File: config.mk
export PLATFORM = sky130hd
export DESIGN_NAME = ultrasonic_proximity_stepper_cycle
export DESIGN_NICKNAME = d
export VERILOG_FILES = /design/src/design/upsc_pkg.sv /design/src/design/upsc_regs.sv /design/src/design/upsc_seq.sv /design/src/design/ultrasonic_proximity_stepper_cycle.sv
export SDC_FILE = /design/constraint.sdc
export NUM_CORES = 1
export LEC_CHECK = 0
export BUFFER_PORTS_ARGS = -buffer_cell sky130_fd_sc_hd__buf_2
export CORE_MARGIN = 1
export CORE_UTILIZATION = 45
export DETAILED_ROUTE_END_ITERATION = 16
export PLACE_DENSITY = 0.66
export SLEW_MARGIN = 20
export SYNTH_ARGS = -nofsm -noshare
export SYNTH_HDL_FRONTEND = slang
export SYNTH_HIERARCHICAL = 1
export SYNTH_SLANG_ARGS = --single-unit
export TNS_END_PERCENT = 10
File: constraint.sdc
create_clock -name clk -period 3.75 [get_ports clk]
set_input_delay 0.75 -clock clk [delete_from_list [all_inputs] [get_ports clk]]
set_output_delay 0.75 -clock clk [all_outputs]
set_load 0.01 [all_outputs]
File: src/design/upsc_pkg.sv
// shared types and constants for the ultrasonic ranging / stepper sequencer
// no dependencies; imported by every module of the block
package upsc_pkg;

    localparam int TIMER_W = 20;
    localparam int ECHO_W  = 16;
    localparam int TRIG_W  = 10;
    localparam int STEP_W  = 8;
    localparam int COIL_W  = 4;
    localparam int ADDR_W  = 5;
    localparam int DATA_W  = 32;

    localparam logic [TIMER_W-1:0] TIMER_MAX = {TIMER_W{1'b1}};
    localparam logic [ECHO_W-1:0]  ECHO_MAX  = {ECHO_W{1'b1}};

    localparam logic [COIL_W-1:0] COIL_FIRST = 4'b0001;
    localparam logic [COIL_W-1:0] COIL_LAST  = 4'b1000;

    typedef enum logic [2:0] {
        PH_TRIG  = 3'd0,
        PH_WAIT  = 3'd1,
        PH_COUNT = 3'd2,
        PH_FWD   = 3'd3,
        PH_PAUSE = 3'd4,
        PH_REV   = 3'd5,
        PH_IDLE  = 3'd6
    } phase_t;

    typedef enum logic [2:0] {
        REG_TRIGGER = 3'd0,
        REG_NEAR    = 3'd1,
        REG_HOLD    = 3'd2,
        REG_STEPS   = 3'd3,
        REG_PAUSE   = 3'd4,
        REG_IDLE    = 3'd5
    } reg_idx_t;

    typedef struct packed {
        logic [TRIG_W-1:0]  trigger_ticks;
        logic [ECHO_W-1:0]  near_echo_ticks;
        logic [TIMER_W-1:0] step_hold_ticks;
        logic [STEP_W-1:0]  steps_per_direction;
        logic [TIMER_W-1:0] pause_ticks;
        logic [TIMER_W-1:0] idle_ticks;
    } upsc_cfg_t;

    typedef struct packed {
        logic              trigger_out;
        logic [COIL_W-1:0] coil_pattern;
        logic              measure_done;
        logic [ECHO_W-1:0] echo_width;
        logic              object_near;
    } upsc_res_t;

endpackage

File: src/design/upsc_regs.sv
// configuration register file behind the apb-style port
// depends on upsc_pkg for register indexes and the configuration struct
module upsc_regs (
    input  logic                        clk,
    input  logic                        rst_n,
    input  logic                        psel,
    input  logic                        penable,
    input  logic                        pwrite,
    input  logic [upsc_pkg::ADDR_W-1:0] paddr,
    input  logic [upsc_pkg::DATA_W-1:0] pwdata,
    output logic [upsc_pkg::DATA_W-1:0] prdata,
    output logic                        pready,
    output upsc_pkg::upsc_cfg_t         cfg
);
    import upsc_pkg::*;

    upsc_cfg_t cfg_reg;
    reg_idx_t  idx;
    logic      wr_en;

    assign idx   = reg_idx_t'(paddr[ADDR_W-1:2]);
    assign pready = 1'b1;
    assign wr_en  = psel && penable && pwrite && pready;
    assign cfg    = cfg_reg;

    always_ff @(posedge clk or negedge rst_n)
    begin
        if (!rst_n)
        begin
            cfg_reg.trigger_ticks       <= TRIG_W'(10);
            cfg_reg.near_echo_ticks     <= ECHO_W'(1166);
            cfg_reg.step_hold_ticks     <= TIMER_W'(3000);
            cfg_reg.steps_per_direction <= STEP_W'(48);
            cfg_reg.pause_ticks         <= TIMER_W'(100000);
            cfg_reg.idle_ticks          <= TIMER_W'(1000000);
        end
        else if (wr_en)
        begin
            // indexes past the last register are ignored
            unique case (idx)
                REG_TRIGGER: cfg_reg.trigger_ticks       <= pwdata[TRIG_W-1:0];
                REG_NEAR:    cfg_reg.near_echo_ticks     <= pwdata[ECHO_W-1:0];
                REG_HOLD:    cfg_reg.step_hold_ticks     <= pwdata[TIMER_W-1:0];
                REG_STEPS:   cfg_reg.steps_per_direction <= pwdata[STEP_W-1:0];
                REG_PAUSE:   cfg_reg.pause_ticks         <= pwdata[TIMER_W-1:0];
                REG_IDLE:    cfg_reg.idle_ticks          <= pwdata[TIMER_W-1:0];
                default:     ;
            endcase
        end
    end

    always_comb
    begin
        unique case (idx)
            REG_TRIGGER: prdata = DATA_W'(cfg_reg.trigger_ticks);
            REG_NEAR:    prdata = DATA_W'(cfg_reg.near_echo_ticks);
            REG_HOLD:    prdata = DATA_W'(cfg_reg.step_hold_ticks);
            REG_STEPS:   prdata = DATA_W'(cfg_reg.steps_per_direction);
            REG_PAUSE:   prdata = DATA_W'(cfg_reg.pause_ticks);
            REG_IDLE:    prdata = DATA_W'(cfg_reg.idle_ticks);
            default:     prdata = '0;
        endcase
    end

endmodule

File: src/design/upsc_seq.sv
// phase sequencer: trigger, echo wait and count, forward run, pause, reverse run, idle
// depends on upsc_pkg; state moves one tick on each accepted transfer
module upsc_seq (
    input  logic                 clk,
    input  logic                 rst_n,
    input  logic                 advance,
    input  logic                 echo_level,
    input  upsc_pkg::upsc_cfg_t  cfg,
    output upsc_pkg::upsc_res_t  res
);
    import upsc_pkg::*;

    phase_t             phase_reg,   phase_next;
    logic [TIMER_W-1:0] timer_reg,   timer_next;
    logic [ECHO_W-1:0]  echo_cnt_reg, echo_cnt_next;
    logic [STEP_W-1:0]  step_reg,    step_next;
    logic [COIL_W-1:0]  coil_reg,    coil_next;
    logic               near_reg,    near_next;

    logic [TIMER_W-1:0] timer_inc;
    logic [TIMER_W-1:0] duration;
    logic               elapsed;
    logic [STEP_W-1:0]  step_inc;
    logic               run_end;
    logic               near_now;

    // saturating timer shared by every timed phase
    assign timer_inc = (timer_reg < TIMER_MAX) ? timer_reg + TIMER_W'(1) : timer_reg;

    always_comb
    begin
        case (phase_reg)
            PH_TRIG:         duration = TIMER_W'(cfg.trigger_ticks);
            PH_FWD, PH_REV:  duration = cfg.step_hold_ticks;
            PH_PAUSE:        duration = cfg.pause_ticks;
            default:         duration = cfg.idle_ticks;
        endcase
    end

    // a zero duration ends after one tick because timer_inc is at least one
    assign elapsed  = (timer_inc >= duration) || (timer_inc == TIMER_MAX);
    assign step_inc = step_reg + STEP_W'(1);
    // zero steps per direction still drives one step
    assign run_end  = (step_inc >= cfg.steps_per_direction) || (step_inc == '0);
    assign near_now = TIMER_W'(cfg.near_echo_ticks) > timer_reg;

    // next state
    always_comb
    begin
        phase_next    = phase_reg;
        timer_next    = timer_reg;
        echo_cnt_next = echo_cnt_reg;
        step_next     = step_reg;
        coil_next     = coil_reg;
        near_next     = near_reg;
        unique case (phase_reg)
            PH_TRIG:
            begin
                timer_next = timer_inc;
                if (elapsed)
                begin
                    phase_next = PH_WAIT;
                    timer_next = '0;
                end
            end
            PH_WAIT:
            begin
                if (echo_level)
                begin
                    phase_next = PH_COUNT;
                    timer_next = TIMER_W'(1);
                end
            end
            PH_COUNT:
            begin
                if (echo_level)
                begin
                    if (timer_reg < TIMER_W'(ECHO_MAX))
                        timer_next = timer_reg + TIMER_W'(1);
                end
                else
                begin
                    echo_cnt_next = timer_reg[ECHO_W-1:0];
                    near_next     = near_now;
                    timer_next    = '0;
                    step_next     = '0;
                    if (near_now)
                    begin
                        phase_next = PH_FWD;
                        coil_next  = COIL_FIRST;
                    end
                    else
                        phase_next = PH_IDLE;
                end
            end
            PH_FWD, PH_REV:
            begin
                timer_next = timer_inc;
                if (elapsed)
                begin
                    timer_next = '0;
                    step_next  = step_inc;
                    if (run_end)
                    begin
                        step_next  = '0;
                        phase_next = (phase_reg == PH_FWD) ? PH_PAUSE : PH_IDLE;
                    end
                    else if (phase_reg == PH_FWD)
                        coil_next = COIL_FIRST << step_inc[1:0];
                    else
                        coil_next = COIL_LAST >> step_inc[1:0];
                end
            end
            PH_PAUSE:
            begin
                timer_next = timer_inc;
                if (elapsed)
                begin
                    phase_next = PH_REV;
                    timer_next = '0;
                    step_next  = '0;
                    coil_next  = COIL_LAST;
                end
            end
            PH_IDLE:
            begin
                timer_next = timer_inc;
                if (elapsed)
                begin
                    phase_next = PH_TRIG;
                    timer_next = '0;
                end
            end
            default:
            begin
                phase_next = PH_TRIG;
                timer_next = '0;
            end
        endcase
    end

    // result of the current tick
    always_comb
    begin
        res.trigger_out  = (phase_reg == PH_TRIG);
        res.coil_pattern = coil_reg;
        res.measure_done = (phase_reg == PH_COUNT) && !echo_level;
        res.echo_width   = res.measure_done ? timer_reg[ECHO_W-1:0] : echo_cnt_reg;
        res.object_near  = res.measure_done ? near_now : near_reg;
    end

    always_ff @(posedge clk or negedge rst_n)
    begin
        if (!rst_n)
        begin
            phase_reg    <= PH_TRIG;
            timer_reg    <= '0;
            echo_cnt_reg <= '0;
            step_reg     <= '0;
            coil_reg     <= '0;
            near_reg     <= 1'b0;
        end
        else if (advance)
        begin
            phase_reg    <= phase_next;
            timer_reg    <= timer_next;
            echo_cnt_reg <= echo_cnt_next;
            step_reg     <= step_next;
            coil_reg     <= coil_next;
            near_reg     <= near_next;
        end
    end

endmodule

File: src/design/ultrasonic_proximity_stepper_cycle.sv
// Ultrasonic ranging with a four-coil stepper in wave drive.
// Input channel (in_valid, in_stall, echo_level): one transfer per microsecond
// tick carrying the sampled echo pin. Output channel (out_valid, out_stall,
// trigger_out, coil_pattern, measure_done, echo_width, object_near): exactly
// one result per input transfer, in order.
// A result is in the output register on the cycle after its input transfer.
// Throughput is one transfer per cycle while no stall is raised; the phase update
// is a single pass of counter, compare and select logic between the state
// registers and the output register.
// in_stall is raised only while a result sits in the output register and the
// receiver stalls it; the result then holds until it is taken, and a new
// input can be taken in the same cycle the old result leaves.
// Reset (rst_n low, asynchronous) empties the output register, returns the
// sequencer to the trigger phase with all counters and coils cleared, and
// loads the default register values. Registers are written through the apb
// port, by the user only while no transfer is in flight; the block does not enforce it.
// depends on upsc_pkg, upsc_regs and upsc_seq
module ultrasonic_proximity_stepper_cycle (
    input  logic                          clk,
    input  logic                          rst_n,
    input  logic                          psel,
    input  logic                          penable,
    input  logic                          pwrite,
    input  logic [upsc_pkg::ADDR_W-1:0]   paddr,
    input  logic [upsc_pkg::DATA_W-1:0]   pwdata,
    output logic [upsc_pkg::DATA_W-1:0]   prdata,
    output logic                          pready,
    input  logic                          in_valid,
    output logic                          in_stall,
    input  logic                          echo_level,
    output logic                          out_valid,
    input  logic                          out_stall,
    output logic                          trigger_out,
    output logic [upsc_pkg::COIL_W-1:0]   coil_pattern,
    output logic                          measure_done,
    output logic [upsc_pkg::ECHO_W-1:0]   echo_width,
    output logic                          object_near
);
    import upsc_pkg::*;

    upsc_cfg_t cfg;
    upsc_res_t res;
    upsc_res_t res_reg;
    logic      out_valid_reg;
    logic      advance;

    upsc_regs u_regs (
        .clk     (clk),
        .rst_n   (rst_n),
        .psel    (psel),
        .penable (penable),
        .pwrite  (pwrite),
        .paddr   (paddr),
        .pwdata  (pwdata),
        .prdata  (prdata),
        .pready  (pready),
        .cfg     (cfg)
    );

    upsc_seq u_seq (
        .clk        (clk),
        .rst_n      (rst_n),
        .advance    (advance),
        .echo_level (echo_level),
        .cfg        (cfg),
        .res        (res)
    );

    assign in_stall = out_valid_reg && out_stall;
    assign advance  = in_valid && !in_stall;

    always_ff @(posedge clk or negedge rst_n)
    begin
        if (!rst_n)
            out_valid_reg <= 1'b0;
        else if (!in_stall)
            out_valid_reg <= in_valid;
    end

    always_ff @(posedge clk)
    begin
        if (advance)
            res_reg <= res;
    end

    assign out_valid    = out_valid_reg;
    assign trigger_out  = res_reg.trigger_out;
    assign coil_pattern = res_reg.coil_pattern;
    assign measure_done = res_reg.measure_done;
    assign echo_width   = res_reg.echo_width;
    assign object_near  = res_reg.object_near;

endmodule

== Word level (Yosys, flattened, before mapping) ==
Cells that the tools add are included.

* Flip-flop bits (word level): 170
* Input bits: 45

* Bitwise operators: 1
* $lt $le $gt $ge: 5
* Reduce and logical (&&, ||, !) cells: 26
* Mux-type cells: 32
* Shift-type cells: 2
* Eq/ne operators: 22
* Add/subtract/negate cells: 2

{| class="wikitable"
|+ Operators by type and width
! operator !! count
|-
| $pmux W20 S3 || 2
|-
| $pmux W20 S6 || 1
|-
| $mux W20 || 5
|-
| $mux W8 || 4
|-
| $mux W3 || 8
|-
| $mux W4 || 6
|-
| $pmux W8 S3 || 1
|-
| $add A20 B1 Y20 const B || 1
|-
| $eq A20 B20 Y1 const B || 1
|-
| $ge A20 B20 Y1 || 1
|-
| $gt A16 B20 Y1 || 1
|-
| $lt A20 B16 Y1 const B || 1
|-
| $lt A20 B20 Y1 const B || 1
|-
| $pmux W3 S6 || 1
|-
| $mux W16 || 1
|-
| $eq A3 B3 Y1 const B || 5
|-
| $eq A3 B2 Y1 const B || 4
|-
| $ne A2 B1 Y1 const B || 6
|-
| $pmux W4 S3 || 1
|-
| $reduce_and A2 Y1 || 6
|-
| $add A8 B1 Y8 const B || 1
|-
| $ge A8 B8 Y1 || 1
|-
| $logic_not A8 Y1 || 1
|-
| $reduce_and A8 Y1 || 1
|-
| other kinds (18) || 29
|}

== Depth between registers and ports, before layout ==
* Word-level depth: 7
* Depth in mapped cells: 19
* Mapped depth without buffers: 16

== By module ==
The synthesis kept the hierarchy.

{| class="wikitable"
|+ By module, submodules not included
! module !! seq. area each (um2) !! area each (um2) !! cells an instance !! instances
|-
| upsc_seq || 1301.2 || 5450.2 || 653 || 1
|-
| upsc_regs || 2388.5 || 4490.6 || 321 || 1
|-
| ultrasonic_proximity_stepper_cycle || 715.7 || 740.7 || 27 || 1
|}

== Worst setup path after synthesis ==
No wires, ideal clock.

* Path kind: flip-flop to flip-flop
* Start: reg u_seq.phase_reg[0]
* End: reg u_seq.step_reg[4]
* Period minus slack after synthesis: 4.164 ns
* Stages on the path, launching flop included: 18
* Library setup time: 0.125 ns
* Setup slack: -0.414 ns
* Arrival: 4.039 ns
* Cell sequence: dfrtp_1 > clkbuf_1 > buf_1 > clkbuf_1 > nor2_1 > a22o_1 > a222oi_1 > ha_1 > a21o_1 > a21o_1 > a21oi_1 > o21ai_0 > a21oi_1 > o21a_4 > a21oi_4 > o21a_1 > buf_6 > mux2_4

* Cells in the longest elaborated chain, start to end: 7
* Elaborated cells on any way between the ends: 15
* Classes of those cells: 1 x order compare; 7 x eq/ne; 2 x mux; 5 x reduce/logical

{| class="wikitable"
|+ Ends and longest elaborated chain
! element !! line !! source
|-
| start, declared || upsc_seq.sv:13 || <nowiki>phase_t phase_reg, phase_next;</nowiki>
|-
| start signal, assigned || upsc_seq.sv:165 || <nowiki>phase_reg <= phase_next;</nowiki>
|-
| $eq A3 B3 Y1 / $eq A3 B2 Y1 (equally long branches) || upsc_seq.sv:32, upsc_seq.sv:56 ||
|-
| $reduce_or A2 Y1 || upsc_seq.sv:32, upsc_seq.sv:56 ||
|-
| $pmux W20 S3 || upsc_seq.sv:32 || <nowiki>case (phase_reg)</nowiki>
|-
| $ge A20 B20 Y1 || upsc_seq.sv:41 || <nowiki>assign elapsed = (timer_inc >= duration) || (timer_inc == TIMER_MAX);</nowiki>
|-
| $logic_or A1 B1 Y1 || upsc_seq.sv:41 ||
|-
| $ne A2 B1 Y1 (no line) || n/a ||
|-
| $reduce_and A5 Y1 (no line) || n/a ||
|-
| end signal, assigned || upsc_seq.sv:168 || <nowiki>step_reg <= step_next;</nowiki>
|-
| end, declared || upsc_seq.sv:16 || <nowiki>logic [STEP_W-1:0] step_reg, step_next;</nowiki>
|}

Parallel ways exist; a longest one is shown, timed or not.
A chain may end at the register's enable or synchronous reset.

== Worst setup path in the final report ==
* Start: reg u_seq.timer_reg[5]
* End: reg u_seq.step_reg[4]

* Cells in the longest elaborated chain, start to end: 6
* Elaborated cells on any way between the ends: 9
* Classes of those cells: 1 x add/sub; 2 x order compare; 3 x eq/ne; 1 x mux; 2 x reduce/logical

{| class="wikitable"
|+ Ends and longest elaborated chain
! element !! line !! source
|-
| start, declared || upsc_seq.sv:14 || <nowiki>logic [TIMER_W-1:0] timer_reg, timer_next;</nowiki>
|-
| start signal, assigned || upsc_seq.sv:166 || <nowiki>timer_reg <= timer_next;</nowiki>
|-
| $add A20 B1 Y20 / $lt A20 B20 Y1 (equally long branches) || upsc_seq.sv:28 || <nowiki>assign timer_inc = (timer_reg < TIMER_MAX) ? timer_reg + TIMER_W'(1) : timer_reg;</nowiki>
|-
| $mux W20 * || upsc_seq.sv:28 ||
|-
| $ge A20 B20 Y1 / $eq A20 B20 Y1 (equally long branches) || upsc_seq.sv:41 ||
|-
| $logic_or A1 B1 Y1 * || upsc_seq.sv:41 ||
|-
| $ne A2 B1 Y1 (no line) || n/a ||
|-
| $reduce_and A5 Y1 (no line) * || n/a ||
|}

Mark *: on every way between the ends. The rest lies on a longest branch, timed or not.

==> impl_metrics.yaml <==
sta:
  finalSetupTns_ps: 0
  tightest_slew_ps: 908
  fin_crit_ps: 3650
  rsz0062_at_grt: "yes"
  fin_worst_skew_ps: 8.77
  finalHoldViolCount: 0
  fmax_mhz: 274
  setup_violations: 0
  whs_ps: 329
  drv_slew: 0
  slew_headroom_pct: 39.5
  final_min_period_over_clock_period_pct: 97.5
floorplan:
  io_pins: 103
  die_x_um: 156
  design.die.area_sq_um: 24400
  initial_utilization_pct: 45.6
  core_sq_um: 23400
  die_h_um: 156
  rows: 56
synth:
  synth_compound_area_share_pct: 14.1
  synth_top_family_by_area: "multiplexers"
  synth_edf_count: 23
  netlist_area_sq_um: 10700
  synth_mux_area_share_pct: 20.1
  synth-seq-area-share_pct: 41.2
  synth_top_area_share_pct: 27.6
  synthXorXnorAreaFrac_pct: 1.63
  synth_top_area_cell: "dfrtp_1"
  syn_inst: 1001
  ys_ff_latch: 170
  synth-simple-area-share_pct: 12.1
  synth.most_common_cell: "dfrtp_1"
  netlist-cell-type-count: 83
  synth_fa_ha_area_share_pct: 5.74
  synthArstFlopShare_pct: 86.5
  synthTopCellsByArea: "dfrtp_1 (28%), mux2_2 (12%), dfstp_2 (7.1%), edfxtp_1 (6.5%), ha_1 (5.7%)"
  ys_top_cells_by_count: "dfrtp_1 (118), mux2_2 (113), nand2_1 (99)"
  yosys_warnings: 6
  syn_avg_cell_area_sq_um: 10.7
  synth_ff_type: "dfrtp_1"
final_layout:
  area_growth_pct: 17.3
  drive_gt1_share_pct: 34.6
  insertedDiodeCount: 0
  largest_reg_flops: 94
  design_area_sq_um: 12500
  final_nets: 1224
  utilization_pct: 53.5
  n_fill_cell: 2101
clock_network:
  cts_tree: "yes"
  path_clk_slew_ps: 70
  hold_buffers: 0
  clk_latency_ps: 430
  cts_buffers: 17
  cts.sinks: 170
  cts_root_buf: "clkbuf_16"
  cts_max_level: 4
  clockBufferDepth: 2
power_and_ir_drop:
  leakage_nw: 5.75
  clkPwrFrac_pct: 24.5
  p_per_area_nw_per_um2: 560
  p_sw_w: 0.00257
  pwr-share-comb_pct: 39.1
  ir_worst_vdd_mv: 0.333
  seq_power_share_pct: 36.4
  swShare_pct: 36.7
  p_int_w: 0.00444
setup_path:
  path_delay_family: "simple AND/OR/NAND/NOR gates"
  worstPathCellList: "nand4_4, or4_4, or3_4, xnor2_2, nand2b_1, ha_1, nand4_1, nor4_2, a21oi_2, o21a_4, a21oi_4, o21a_2, mux2_4"
  crit_fanout: 5
  cp-start-kind: "flop"
  path_class: "flop to flop"
  r2r-start: "u_seq/timer_reg[5]"
  crit_required_ps: 4070
  startpoint: "u_seq/timer_reg[5]"
  crit_buf_inv: 0
  end_kind: "flop"
  worst_path_max_delay_cell: "or4_4"
  arrival_ps: 3970
  cp_slowest_stage_delay_ps: 560
routing:
  vias_per_cell: 5.79
  drc_errors: 0
  wl_per_cell_um: 19.6
  drt_iter0_drc: 802
  totalWireLength_um: 28700
  num_vias: 8462
  drt-pass1-iter-count: 6
  postRouteAntennaNets: 0
grt:
  grt_usage_pct: 24.3
  grt-ovfl-total: 0
  grt_max_degree: 70
  grt_pass1_vias: 8053
  grt_pass1_wl_um: 45300
  grt_antenna_before_repair: 0
job:
  maxCapViolations: 0
outcome:
  outcome: "finished clean"
placed_design:
  place_hpwl_um: 20600
  io_buffers: 75
  finalWeightedCongestion: 0.939
  place_area_sq_um: 11900
hold_path:
  min_path_type: "input pin to async pin"
metrics by stage:
stage / setup slack (ps) / total power, W / instances
after floorplan: 10.5 / 0.00430 / 1012
after global placement: 27.6 / 0.00517 / 1427
after detailed placement: -86.8 / 0.00524 / 1427
after CTS: 11.3 / 0.00698 / 1459
after global routing: -21.6 / 0.00742 / 1462
final: 95.3 / 0.00701 / 1462
metal layers:
layer	vias up	track usage [%]	part of all wire (%)
met4	0	6.21	1.1
met1	4191	34.9	47
met5	-	0	0
met3	22	4.03	5.7
met2	291	38.0	46
li1	3958	-	-
kinds of logic after synthesis:
logic type	Yosys count
AO/OA/AOI/OAI	220
multiplexers	185
flip-flops	170
XOR/XNOR	19
other	2
adder cells (fa/ha/maj)	49
AND/OR/NAND/NOR	246
buffers and inverters	110
power by group through the flow:
| stage | combinational (W) | sequential, W | clock (W) |
|---|---|---|---|
| finish | 0.00274 | 0.00255 | 0.00172 |
| global route | 0.00299 | 0.00260 | 0.00183 |
| CTS | 0.00269 | 0.00254 | 0.00175 |
| detailed placement | 0.00266 | 0.00257 | 0 |
| global placement | 0.00261 | 0.00256 | 0 |
| floorplan | 0.00182 | 0.00248 | 0 |
cell type report:
cell class / instances / area (sq um) / share of cell area (%)
multi-input cells: 732 / 5870 / 46.9
flip-flops and latches: 170 / 4410 / 35.2
repair buffers: 171 / 1140 / 9.10
clock buffers: 20 / 447 / 3.57
well taps: 319 / 399 / 3.19
inverters: 38 / 143 / 1.14
clock inverters: 12 / 114 / 0.909
repair_timing:
item | 4_1_cts | 5_1_grt
pin swaps | 0 | 7
gates resized for setup | 2 | 24
buffers inserted | 0 | 3
endpoints found under the setup margin | 6 | 34
worst paths after layout:
check | to | slack (ps) | depth (start not counted)
min in group clk | coil_pattern[3] | 460 | 0
setup / recovery | u_seq/step_reg[4] | 100 | 13
setup reg to reg | u_seq/step_reg[4] | 100 | 13
hold reg to reg | coil_pattern[3] | 460 | 0
max in group asynchronous | u_regs/cfg[45] | 2540 | 2
hold / removal | u_regs/cfg[3] | 330 | 1
cells in the final DEF, fill, tap and decap left out, types with 15 or more instances in the layout:
cell type and instances:
dfrtp_1 113, mux2_2 113, nand2_1 99, buf_4 93, buf_2 74, o21ai_0 65
mux2i_1 51, ha_1 48, inv_1 38, a21oi_1 37, dfstp_2 29, nor2_1 28
nand3_1 26, edfxtp_1 23, clkbuf_16 17, nand4_1 15
No activity file was read; power rests on OpenSTA's default activity.
